## config.mk

```make
export PLATFORM = sky130hd
export DESIGN_NAME = mono_bitmap_row_realigner_core
export DESIGN_NICKNAME = d
export VERILOG_FILES = /design/src/rtl/core/mbrr_pkg.sv /design/src/rtl/core/mbrr_align_unit.sv /design/src/rtl/core/mbrr_out_fifo.sv /design/src/rtl/core/mono_bitmap_row_realigner_core.sv
export SDC_FILE = /design/constraint.sdc
export NUM_CORES = 1
export LEC_CHECK = 0
export BUFFER_PORTS_ARGS = -buffer_cell sky130_fd_sc_hd__buf_2
export CAP_MARGIN = 20
export CORE_MARGIN = 10
export CORE_UTILIZATION = 50
export CTS_CLUSTER_DIAMETER = 50
export DETAILED_ROUTE_END_ITERATION = 8
export PLACE_DENSITY = 0.68
export SLEW_MARGIN = 30
export SYNTH_ARGS = -nofsm -noshare
export SYNTH_HDL_FRONTEND = slang
export SYNTH_SLANG_ARGS = --single-unit
```

## constraint.sdc

```tcl
create_clock -name clk_i -period 6.5 [get_ports clk_i]
set_input_delay 0.975 -clock clk_i [delete_from_list [all_inputs] [get_ports clk_i]]
set_output_delay 0.975 -clock clk_i [all_outputs]
set_load 0.1 [all_outputs]
```

## src/rtl/core/mbrr_pkg.sv

```systemverilog
// shared types and constants for the mono bitmap row realigner
package mbrr_pkg;

  localparam int unsigned WIDTH_W    = 15;
  localparam int unsigned ROWS_W     = 16;
  localparam int unsigned CFG_DATA_W = 16;
  localparam int unsigned CFG_IDX_W  = 2;

  localparam logic [WIDTH_W-1:0] MAX_ROW_BITS = 15'd16384;

  // configuration register indexes
  localparam logic [CFG_IDX_W-1:0] CFG_BIT_OFFSET = 2'd0;
  localparam logic [CFG_IDX_W-1:0] CFG_ROW_WIDTH  = 2'd1;
  localparam logic [CFG_IDX_W-1:0] CFG_ROW_COUNT  = 2'd2;
  localparam logic [CFG_IDX_W-1:0] CFG_INVERT     = 2'd3;

  // output queue geometry
  localparam int unsigned FIFO_DEPTH = 4;
  localparam int unsigned PTR_W      = $clog2(FIFO_DEPTH);
  localparam int unsigned CNT_W      = PTR_W + 1;

  typedef struct packed {
    logic [2:0]         bit_offset;
    logic [WIDTH_W-1:0] row_width_bits;
    logic [ROWS_W-1:0]  row_count;
    logic [7:0]         invert_mask;
  } cfg_t;

  typedef struct packed {
    logic [7:0] out_byte;
    logic       row_end;
    logic       image_end;
    logic       run_last;
  } result_t;

  typedef struct packed {
    logic [1:0] num;
    result_t    res0;
    result_t    res1;
  } step_t;

endpackage

```

## src/rtl/core/mbrr_align_unit.sv

```systemverilog
// row state and combinational shift, join and tail-mask logic
module mbrr_align_unit import mbrr_pkg::*; (
  input  logic       clk_i,
  input  logic       rst_ni,
  input  logic       en_i,
  input  logic [7:0] src_byte_i,
  input  cfg_t       cfg_i,
  output step_t      step_o
);

  logic [7:0]         held_q, held_d;
  logic               have_held_q, have_held_d;
  logic [WIDTH_W-1:0] bits_left_q, bits_left_d;
  logic [ROWS_W-1:0]  rows_done_q, rows_done_d;
  logic [2:0]         sbit_q, sbit_d;

  logic               start;
  logic [WIDTH_W-1:0] width_clamped;
  logic [WIDTH_W-1:0] bl;
  logic [WIDTH_W-1:0] bl_sub;
  logic [2:0]         s;
  logic               hh;
  logic [3:0]         s_inv;
  logic [7:0]         joined;
  logic [7:0]         tail_a;
  logic [7:0]         tail_b;
  logic [7:0]         shifted_b;
  logic               row_done;
  logic [ROWS_W-1:0]  rc;
  logic [ROWS_W-1:0]  rows_inc;
  logic               img_done;

  always_comb begin
    width_clamped = cfg_i.row_width_bits;
    if (cfg_i.row_width_bits == '0) begin
      width_clamped = WIDTH_W'(1);
    end else if (cfg_i.row_width_bits > MAX_ROW_BITS) begin
      width_clamped = MAX_ROW_BITS;
    end
  end

  assign start  = (bits_left_q == '0);
  assign bl     = start ? width_clamped : bits_left_q;
  assign s      = start ? cfg_i.bit_offset : sbit_q;
  assign hh     = start ? 1'b0 : have_held_q;
  assign bl_sub = (bl > WIDTH_W'(8)) ? (bl - WIDTH_W'(8)) : '0;
  assign s_inv  = 4'd8 - {1'b0, s};

  assign shifted_b = src_byte_i << s;
  assign joined    = ((held_q << s) | (src_byte_i >> s_inv)) ^ cfg_i.invert_mask;
  // tail masked to the pixels left; first form uses the whole width, second the rest
  assign tail_a    = (shifted_b ^ cfg_i.invert_mask) & 8'((16'hff00 >> bl[3:0]));
  assign tail_b    = (shifted_b ^ cfg_i.invert_mask) & 8'((16'hff00 >> bl_sub[3:0]));

  assign rc       = (cfg_i.row_count == '0) ? ROWS_W'(1) : cfg_i.row_count;
  assign rows_inc = rows_done_q + ROWS_W'(1);
  assign img_done = (rows_inc >= rc);

  always_comb begin
    step_o      = '0;
    held_d      = held_q;
    have_held_d = hh;
    bits_left_d = bl;
    sbit_d      = s;
    row_done    = 1'b0;

    if (s == 3'd0) begin
      step_o.num           = 2'd1;
      step_o.res0.out_byte = src_byte_i ^ cfg_i.invert_mask;
      bits_left_d          = bl_sub;
      row_done             = (bl_sub == '0);
    end else if (hh) begin
      step_o.num           = 2'd1;
      step_o.res0.out_byte = joined;
      bits_left_d          = bl_sub;
      if (bl_sub == '0) begin
        row_done = 1'b1;
      end else if (({1'b0, bl_sub} + (WIDTH_W+1)'(s)) <= (WIDTH_W+1)'(8)) begin
        step_o.num           = 2'd2;
        step_o.res1.out_byte = tail_b;
        bits_left_d          = '0;
        row_done             = 1'b1;
      end else begin
        held_d = src_byte_i;
      end
    end else begin
      if (({1'b0, bl} + (WIDTH_W+1)'(s)) > (WIDTH_W+1)'(8)) begin
        held_d      = src_byte_i;
        have_held_d = 1'b1;
      end else begin
        step_o.num           = 2'd1;
        step_o.res0.out_byte = tail_a;
        bits_left_d          = '0;
        row_done             = 1'b1;
      end
    end

    rows_done_d = rows_done_q;
    if (row_done) begin
      have_held_d = 1'b0;
      held_d      = '0;
      rows_done_d = img_done ? '0 : rows_inc;
      if (step_o.num == 2'd2) begin
        step_o.res1.row_end   = 1'b1;
        step_o.res1.image_end = img_done;
      end else begin
        step_o.res0.row_end   = 1'b1;
        step_o.res0.image_end = img_done;
      end
    end

    if (step_o.num == 2'd2) begin
      step_o.res1.run_last = 1'b1;
    end else if (step_o.num == 2'd1) begin
      step_o.res0.run_last = 1'b1;
    end
  end

  always_ff @(posedge clk_i or negedge rst_ni) begin
    if (!rst_ni) begin
      held_q      <= '0;
      have_held_q <= 1'b0;
      bits_left_q <= '0;
      rows_done_q <= '0;
      sbit_q      <= '0;
    end else if (en_i) begin
      held_q      <= held_d;
      have_held_q <= have_held_d;
      bits_left_q <= bits_left_d;
      rows_done_q <= rows_done_d;
      sbit_q      <= sbit_d;
    end
  end

endmodule

```

## src/rtl/core/mbrr_out_fifo.sv

```systemverilog
// small result queue that takes up to two entries and gives one per cycle while the reader is ready
module mbrr_out_fifo import mbrr_pkg::*; (
  input  logic       clk_i,
  input  logic       rst_ni,
  input  logic [1:0] push_num_i,
  input  result_t    push0_i,
  input  result_t    push1_i,
  output logic       room2_o,
  output logic       valid_o,
  input  logic       ready_i,
  output result_t    data_o
);

  result_t            mem_q [FIFO_DEPTH];
  logic [PTR_W-1:0]   wr_ptr_q, wr_ptr_d;
  logic [PTR_W-1:0]   rd_ptr_q, rd_ptr_d;
  logic [CNT_W-1:0]   cnt_q, cnt_d;
  logic               pop;
  logic [PTR_W-1:0]   wr_ptr_p1;

  assign valid_o   = (cnt_q != '0);
  assign pop       = valid_o && ready_i;
  assign data_o    = mem_q[rd_ptr_q];
  assign room2_o   = (cnt_q <= CNT_W'(FIFO_DEPTH - 2));
  assign wr_ptr_p1 = wr_ptr_q + PTR_W'(1);

  always_comb begin
    wr_ptr_d = wr_ptr_q + PTR_W'(push_num_i);
    rd_ptr_d = pop ? (rd_ptr_q + PTR_W'(1)) : rd_ptr_q;
    cnt_d    = cnt_q + CNT_W'(push_num_i) - CNT_W'(pop);
  end

  always_ff @(posedge clk_i) begin
    if (push_num_i != 2'd0) begin
      mem_q[wr_ptr_q] <= push0_i;
    end
    if (push_num_i == 2'd2) begin
      mem_q[wr_ptr_p1] <= push1_i;
    end
  end

  always_ff @(posedge clk_i or negedge rst_ni) begin
    if (!rst_ni) begin
      wr_ptr_q <= '0;
      rd_ptr_q <= '0;
      cnt_q    <= '0;
    end else begin
      wr_ptr_q <= wr_ptr_d;
      rd_ptr_q <= rd_ptr_d;
      cnt_q    <= cnt_d;
    end
  end

endmodule

```

## src/rtl/core/mono_bitmap_row_realigner_core.sv

```systemverilog
// top level of the mono bitmap row realigner: config registers, input stage, queue
// path: a source byte is held in the input register, passes the combinational align unit
//   and is written into the result queue, from whose head its output bytes are offered
// throughput: one source byte per cycle while the queue has room for two results;
//   a row tail with two output bytes leaves through the queue's single read port
// reset: asynchronous active low; clears row state, counters and queue, sets config to defaults
module mono_bitmap_row_realigner_core import mbrr_pkg::*; (
  input  logic                  clk_i,
  input  logic                  rst_ni,
  // configuration writes
  input  logic                  cfg_we_i,
  input  logic [CFG_IDX_W-1:0]  cfg_index_i,
  input  logic [CFG_DATA_W-1:0] cfg_data_i,
  // source byte channel
  input  logic                  src_valid_i,
  output logic                  src_ready_o,
  input  logic [7:0]            src_byte_i,
  // output byte channel
  output logic                  out_valid_o,
  input  logic                  out_ready_i,
  output logic [7:0]            out_byte_o,
  output logic                  row_end_o,
  output logic                  image_end_o,
  output logic                  run_last_o
);

  cfg_t       cfg_q;
  logic [7:0] byte_q;
  logic       byte_vld_q, byte_vld_d;
  logic       room2;
  logic       process;
  logic       src_take;
  step_t      step;
  logic [1:0] push_num;
  result_t    head;

  // config registers; row width and offset are sampled by the align unit at row start
  always_ff @(posedge clk_i or negedge rst_ni) begin
    if (!rst_ni) begin
      cfg_q.bit_offset     <= '0;
      cfg_q.row_width_bits <= WIDTH_W'(8);
      cfg_q.row_count      <= ROWS_W'(1);
      cfg_q.invert_mask    <= '0;
    end else if (cfg_we_i) begin
      unique case (cfg_index_i)
        CFG_BIT_OFFSET: cfg_q.bit_offset     <= cfg_data_i[2:0];
        CFG_ROW_WIDTH:  cfg_q.row_width_bits <= cfg_data_i[WIDTH_W-1:0];
        CFG_ROW_COUNT:  cfg_q.row_count      <= cfg_data_i[ROWS_W-1:0];
        CFG_INVERT:     cfg_q.invert_mask    <= cfg_data_i[7:0];
        default:        cfg_q                <= cfg_q;
      endcase
    end
  end

  // input register: the held byte is processed once the queue has room for two results
  assign process     = byte_vld_q && room2;
  assign src_ready_o = !byte_vld_q || process;
  assign src_take    = src_valid_i && src_ready_o;

  always_comb begin
    byte_vld_d = byte_vld_q;
    if (src_take) begin
      byte_vld_d = 1'b1;
    end else if (process) begin
      byte_vld_d = 1'b0;
    end
  end

  always_ff @(posedge clk_i or negedge rst_ni) begin
    if (!rst_ni) begin
      byte_vld_q <= 1'b0;
    end else begin
      byte_vld_q <= byte_vld_d;
    end
  end

  // payload register needs no reset
  always_ff @(posedge clk_i) begin
    if (src_take) begin
      byte_q <= src_byte_i;
    end
  end

  // shift, join and mask stage with the row state
  mbrr_align_unit u_align (
    .clk_i      (clk_i),
    .rst_ni     (rst_ni),
    .en_i       (process),
    .src_byte_i (byte_q),
    .cfg_i      (cfg_q),
    .step_o     (step)
  );

  // a holding step pushes nothing
  assign push_num = process ? step.num : 2'd0;

  // result queue parts the output side from the input side
  mbrr_out_fifo u_out_fifo (
    .clk_i      (clk_i),
    .rst_ni     (rst_ni),
    .push_num_i (push_num),
    .push0_i    (step.res0),
    .push1_i    (step.res1),
    .room2_o    (room2),
    .valid_o    (out_valid_o),
    .ready_i    (out_ready_i),
    .data_o     (head)
  );

  assign out_byte_o  = head.out_byte;
  assign row_end_o   = head.row_end;
  assign image_end_o = head.image_end;
  assign run_last_o  = head.run_last;

endmodule
```

==> flow_metrics.env, run 1 <==
export IMPL_ios=44
export IMPL_min_period_over_period=0.939
export IMPL_slew_headroom=0.254
export IMPL_synthCells=994
export IMPL_yosysTopAreaCell="dfrtp_1"
export IMPL_vias_per_cell=6.25
export IMPL_area_growth_pct=12.1
export IMPL_n_fill_cell=1740
export IMPL_initial_core_util=0.508
export IMPL_worstPathCellList="or3_1, nor3_4, a31o_2, inv_1, ha_1, nor2b_1, nand3_1, a211oi_1, nor2_1, ha_1, fa_1, inv_1, a2111oi_0, a31oi_1, or4b_4, o31ai_4, nor2_1, or4_1, nor3b_4, inv_1, ha_1, inv_1, fa_1, xnor2_1"
export IMPL_synth_compound_area_share=0.144
export IMPL_skew_ns=0.0189
export IMPL_port_buffers=43
export IMPL_start_kind="register"
export IMPL_top_usage_layer="met2"
export IMPL_grt_overflow=0
export IMPL_p_leak_nw=4.61
export IMPL_cts_buffers=17
export IMPL_synthTopCellsByArea="dfrtp_1 23%, edfxtp_1 16%, mux2i_1 5.3%"
export IMPL_synth_xor_area_share=0.0581
export IMPL_grt_pass1_vias=8233
export IMPL_synth_main_ff_cell="dfrtp_1"
export IMPL_tightest_slew_ns=1.10
export IMPL_hpwl_um=20200
export IMPL_vias=8250
export IMPL_htree_num_levels=4
export IMPL_clkTransAtPathRegs_ns=0.07
export IMPL_grt_util_met3=0.0417
export IMPL_synth_top_family_by_area="simple AND/OR/NAND/NOR gates"
export IMPL_routedWlPerCell_um=20.6
export IMPL_design_area_mm2=0.0111
export IMPL_synth_simple_area_share=0.181
export IMPL_finalCriticalPeriod_ns=6.10
export IMPL_drv_cap=0
export IMPL_critPathBufInv=4
export IMPL_syn_num_nets=1060
export IMPL_total_power_w=0.00541
export IMPL_slowest_stage="or4_1"
export IMPL_drt_first_iter_violations=867
export IMPL_avgSynthCellArea_um2=9.99
export IMPL_max_vdd_ir_drop_mv=0.253
export IMPL_insertion_delay_ns=0.44
export IMPL_worstPathRequired_ns=6.82
export IMPL_gp_congestion=0.977
export IMPL_cts_hold_buf=0
export IMPL_final_layout_size_suffix_gt1_frac=0.198
export IMPL_arrival_ns=6.42
export IMPL_cp_end_kind="register"
export IMPL_cts_tree="built"
export IMPL_core_area_mm2=0.0195
export IMPL_rows=51
export IMPL_synth_adder_area_share=0.0464
export IMPL_grt_pass1_wl_um=44200
export IMPL_die_w_um=161
export IMPL_cp_max_fo=6
export IMPL_critPathMaxStageDelay_ns=0.61
export IMPL_slew_violations=0
export IMPL_die_area_mm2=0.0259
export IMPL_grt_max_degree=61
export IMPL_synth_edf_count=52
export IMPL_netlist_area_mm2=0.00993
export IMPL_hold_viol_final=0
export IMPL_ys_warnings_count=0
export IMPL_layout_cells_non_filler=1319
export IMPL_antennaDiodeCount=0
export IMPL_crit_type="register to register"
export IMPL_power_density_mw_per_mm2=486
export IMPL_dr_pass1_iters=8
export IMPL_cts_num_sinks=145
export IMPL_worst_path_dominant_cell_family="simple AND/OR/NAND/NOR gates"
export IMPL_grt_total_usage=0.210
export IMPL_final_setup_viol_count=0
export IMPL_synthDistinctLibCells=90
export IMPL_async_flop_share=0.641
export IMPL_fmax_ghz=0.164
export IMPL_final_cell_mix="97 x nand2_1, 91 x dfrtp_1, 54 x nor2_1"
export IMPL_dpl_cell_count=1287
export IMPL_final_common_cell="nand2_1"
export IMPL_synth_seq_cells=145
export IMPL_synthDominantCellAreaShare=0.229
export IMPL_drc_errors=0
export IMPL_cts_buffer_depth=2
export IMPL_nets=1107
export IMPL_status="completed"
export IMPL_grt_util_met1=0.275
export IMPL_use_met2=0.336
export IMPL_antenna_found_initial=0
export IMPL_drt_total_wl_um=27200
export IMPL_synthMuxAreaShare=0.140
export IMPL_ant_nets=0
export IMPL_root_buffer="clkbuf_16"
export IMPL_whs_ns=0.487
export IMPL_yosysSeqAreaShare=0.392
export IMPL_die_height_um=161
export IMPL_placed_area_mm2=0.0105
export IMPL_min_delay_path_class="primary input to asynchronous set/reset pin"
export IMPL_path_common_cell="inv_1"
final timing paths:
path	start	end	slack (ns)	depth (start not counted)
worst max-delay path	u_align.bits_left_q[13]	u_out_fifo.cnt_q[2]	0.40	24
worst min-delay path	rst_ni	u_align.bits_left_q[8]	0.49	1
worst max register to register	u_align.bits_left_q[13]	u_out_fifo.cnt_q[2]	0.40	24
worst min register to register	u_align.sbit_q[1]	u_align.sbit_q[1]	0.49	2
max in group asynchronous	rst_ni	cfg_q[5]	4.85	2
min in group clk_i	u_align.sbit_q[1]	u_align.sbit_q[1]	0.49	2
synth_stat cells, drive strengths merged, types with 5 or more instances:
| master | n |
|---|---|
| nand4b | 6 |
| o22ai | 13 |
| a2111oi | 5 |
| clkbuf | 28 |
| nor3b | 7 |
| nor2b | 10 |
| mux2 | 44 |
| a21o | 7 |
| xor2 | 19 |
| nand4 | 10 |
| a31oi | 15 |
| a211oi | 13 |
| a21oi | 46 |
| nand3 | 43 |
| or3 | 14 |
| nor4 | 10 |
| o32ai | 6 |
| dfrtp | 91 |
| nor3 | 36 |
| mux4 | 16 |
| xnor2 | 46 |
| nand2 | 98 |
| nand2b | 10 |
| a22oi | 8 |
| ha | 32 |
| o31ai | 5 |
| a22o | 8 |
| buf | 18 |
| nand3b | 7 |
| nor2 | 56 |
| mux2i | 53 |
| and3 | 8 |
| or4 | 5 |
| o21ai | 42 |
| or2 | 5 |
| inv | 43 |
| edfxtp | 52 |
| and2 | 7 |
flip-flops by register name, indices dropped and copies added, names as in the netlist, 3 cells and up:
register,flops
cfg_q,42
u_align.rows_done_q,16
u_align.bits_left_q,15
u_out_fifo.cnt_q,3
byte_q,8
u_align.held_q,8
u_out_fifo.mem_q,44
u_align.sbit_q,3
logic make-up after synthesis:
family,after synthesis
fa+ha+maj,35
xor+xnor,65
mux,113
flops,145
buf+inv,90
compound gates,207
simple gates,339
power breakdown:
group	total (W)	internal (W)	switching (W)	leakage [nW]
clock	0.00101	0.000522	0.000483	0.295
combinational	0.00286	0.00103	0.00183	2.70
sequential	0.00155	0.00126	0.000291	1.62
stage by stage:
step | setup slack (ns) | util | setup TNS [ns]
2_1_floorplan | 0.338 | - | 0
3_3_place_gp | 0.522 | 0.538 | 0
3_5_place_dp | 0.402 | 0.538 | 0
4_1_cts | 0.347 | 0.569 | 0
5_1_grt | -0.00957 | 0.570 | -0.00957
6_report | 0.397 | 0.570 | 0
cell type report:
| type | count | area [µm²] | share of cell area |
|---|---|---|---|
| clock inverter | 15 | 179 | 0.0161 |
| inverter | 44 | 165 | 0.0148 |
| timing repair buffer | 74 | 450 | 0.0405 |
| tap | 265 | 332 | 0.0298 |
| clock buffer | 17 | 425 | 0.0382 |
| sequential | 145 | 3890 | 0.350 |
| multi-input combinational | 759 | 5690 | 0.511 |
metal layers:
metal / wire, µm / vias to the layer above
met3: 2200 / 82
met1: 11700 / 3965
met2: 12500 / 404
met5: 0 / -
met4: 833 / 0
li1: - / 3799
what timing repair did:
action                                  4_1_cts  5_1_grt
setup buffers                                 0        0
endpoints found under the setup margin        0       19
resized for setup                             0        5
No activity file was read; power rests on OpenSTA's default activity.
==> run 2: changes to the inputs <==
--- a/config.mk
+++ b/config.mk
@@ -5,6 +5,7 @@
 export SDC_FILE = /design/constraint.sdc
 export NUM_CORES = 1
 export LEC_CHECK = 0
+export ABC_AREA = 1
 export BUFFER_PORTS_ARGS = -buffer_cell sky130_fd_sc_hd__buf_2
 export CAP_MARGIN = 20
 export CORE_MARGIN = 10
==> flow_metrics.env, run 2 <==
export IMPL_status="completed"
export IMPL_cp_end_kind="register"
export IMPL_syn_num_nets=1529
export IMPL_fmax_ghz=0.173
export IMPL_synthDominantCellAreaShare=0.217
export IMPL_rows=52
export IMPL_largest_reg_flops=44
export IMPL_top_register="u_out_fifo.mem_q"
export IMPL_place_ws_ns=0.834
export IMPL_crit_type="register to register"
export IMPL_grt_pass1_vias=9117
export IMPL_fin_setup_tns_ns=0
export IMPL_post_cts_resized=0
export IMPL_hpwl_um=23400
export IMPL_synthCells=1463
export IMPL_synth_most_common_cell="nand2_1"
export IMPL_port_buffers=43
export IMPL_drt_total_wl_um=30300
export IMPL_dpl_cell_count=1738
export IMPL_yosysTopAreaCell="dfrtp_1"
export IMPL_slew_headroom=0.409
export IMPL_synth_main_ff_cell="dfrtp_1"
export IMPL_cts_num_sinks=145
export IMPL_vias=9764
export IMPL_ios=44
export IMPL_nets=1553
export IMPL_p_leak_nw=5.54
export IMPL_power_switching_w=0.00361
export IMPL_multi_input_area_mm2=0.00572
export IMPL_die_height_um=165
export IMPL_grt_total_usage=0.225
export IMPL_insertion_delay_ns=0.43
export IMPL_crit_start="u_align.bits_left_q[12]"
export IMPL_async_flop_share=0.641
export IMPL_root_buffer="clkbuf_16"
export IMPL_die_area_mm2=0.0272
export IMPL_r2r_start="u_align.bits_left_q[12]"
export IMPL_cts_tree="built"
export IMPL_netlist_area_mm2=0.0105
export IMPL_core_area_mm2=0.0204
export IMPL_slew_violations=0
export IMPL_ant_nets=0
export IMPL_p_comb_frac=0.618
export IMPL_n_fill_cell=1950
export IMPL_final_cell_mix="418 x nand2_1, 161 x inv_1, 146 x nor2_1"
export IMPL_grt_overflow=0
export IMPL_die_w_um=165
export IMPL_synth_edf_count=52
export IMPL_layout_cells_non_filler=1770
export IMPL_antennaDiodeCount=0
export IMPL_setup_ws_ns=0.725
export IMPL_arrival_ns=6.09
export IMPL_cp_max_fo=20
export IMPL_grt_max_degree=60
export IMPL_placed_area_mm2=0.0109
export IMPL_synth_seq_cells=145
export IMPL_vias_per_cell=5.52
export IMPL_clkPwrFrac=0.157
export IMPL_yosysSeqAreaShare=0.371
export IMPL_worstPathRequired_ns=6.81
export IMPL_area_growth_pct=10.1
export IMPL_synthDistinctLibCells=61
export IMPL_final_setup_viol_count=0
export IMPL_skew_ns=0.0148
export IMPL_cts_setup_buffers=0
export IMPL_start_kind="register"
export IMPL_grt_pass1_wl_um=48400
export IMPL_netSwitchingFraction=0.548
export IMPL_finalCriticalPeriod_ns=5.78
export IMPL_cts_buffers=17
export IMPL_path_common_cell="nand2_1"
export IMPL_clkTransAtPathRegs_ns=0.07
export IMPL_synthTopCellsByArea="dfrtp_1 22%, nand2_1 15%, edfxtp_1 15%"
export IMPL_ys_warnings_count=0
export IMPL_routedWlPerCell_um=17.1
export IMPL_dr_pass1_iters=5
export IMPL_grt_setup_unrepaired="no"
export IMPL_final_common_cell="nand2_1"
export IMPL_drt_first_iter_violations=875
export IMPL_min_period_over_period=0.888
export IMPL_drv_cap=0
export IMPL_cts_hold_buf=0
export IMPL_tightest_slew_ns=0.883
export IMPL_avgSynthCellArea_um2=7.17
export IMPL_min_delay_path_class="primary input to asynchronous set/reset pin"
export IMPL_reg_top3="u_out_fifo.mem_q (44), cfg_q (42), u_align.rows_done_q (16)"
export IMPL_whs_ns=0.488
export IMPL_final_layout_size_suffix_gt1_frac=0.117
export IMPL_cts_buffer_depth=2
export IMPL_internal_power_w=0.00298
export IMPL_p_seq_frac=0.225
export IMPL_slowest_stage="fa_1"
export IMPL_power_density_mw_per_mm2=572
export IMPL_hold_viol_final=0
export IMPL_critPathMaxStageDelay_ns=0.44
export IMPL_antenna_found_initial=0
export IMPL_synth_common_cells="418 x nand2_1, 161 x inv_1, 147 x nor2_1"
export IMPL_ff_latch_area_mm2=0.00389
export IMPL_initial_core_util=0.513
export IMPL_gp_congestion=0.978
export IMPL_htree_num_levels=4
export IMPL_max_vdd_ir_drop_mv=0.328
export IMPL_drc_errors=0
export IMPL_design_area_mm2=0.0115
==> run 2: per-layer routing <==
| metal | vias to the layer above | track usage | wire length [µm] |
|---|---|---|---|
| li1 | 4883 | - | - |
| met1 | 4520 | 0.304 | 13800 |
| met2 | 308 | 0.362 | 14100 |
| met3 | 53 | 0.0353 | 1680 |
| met4 | 0 | 0.0717 | 736 |
| met5 | - | 0 | 0 |
==> run 2: power groups by stage <==
stage | clock network [W] | logic, W | registers (W)
after global placement | 0 | 0.00399 | 0.00149
after CTS | 0.00104 | 0.00403 | 0.00148
after floorplan | 0 | 0.00301 | 0.00144
after global routing | 0.00108 | 0.00452 | 0.00151
final | 0.00104 | 0.00408 | 0.00148
after detailed placement | 0 | 0.00400 | 0.00150
==> run 2: final timing paths <==
check / end / slack, ns / cells after the start
max in group asynchronous: u_out_fifo.rd_ptr_q[1] / 4.88 / 2
worst min register to register: u_align.held_q[7] / 0.49 / 2
min in group clk_i: u_align.held_q[7] / 0.49 / 2
worst max-delay path: u_out_fifo.cnt_q[2] / 0.72 / 31
worst max register to register: u_out_fifo.cnt_q[2] / 0.72 / 31
worst min-delay path: cfg_q[9] / 0.49 / 1
==> run 2: cell type report <==
| class | instances | area share |
|---|---|---|
| clock inverter | 14 | 0.0137 |
| clock buffer | 18 | 0.0390 |
| multi-input combinational | 1090 | 0.496 |
| sequential | 145 | 0.337 |
| inverter | 177 | 0.0576 |
| timing repair buffer | 56 | 0.0273 |
| tap | 270 | 0.0293 |
==> run 2: logic make-up (layout without fill, tap and decap cells) <==
kind of cell / count (synthesis) / count (layout) / share of synthesized area
xor+xnor: 43 / 43 / 0.0359
buf+inv: 228 / 265 / 0.0866
simple gates: 762 / 762 / 0.324
fa+ha+maj: 35 / 35 / 0.0439
compound gates: 250 / 250 / 0.138
flops: 145 / 145 / 0.371
==> run 2: critical path, delay by kind of cell, from the launching register on <==
family / cells / cell delay, ns
simple gates: 23 / 3.13
buf+inv: 2 / 0.53
xor+xnor: 1 / 0.13
flops: 1 / 0.41
fa+ha+maj: 5 / 1.43
==> run 2: through the flow <==
step	utilization	total power (W)
after detailed placement	0.535	0.00550
after floorplan	-	0.00445
after global routing	0.565	0.00711
final	0.565	0.00660
after global placement	0.534	0.00548
after CTS	0.565	0.00655
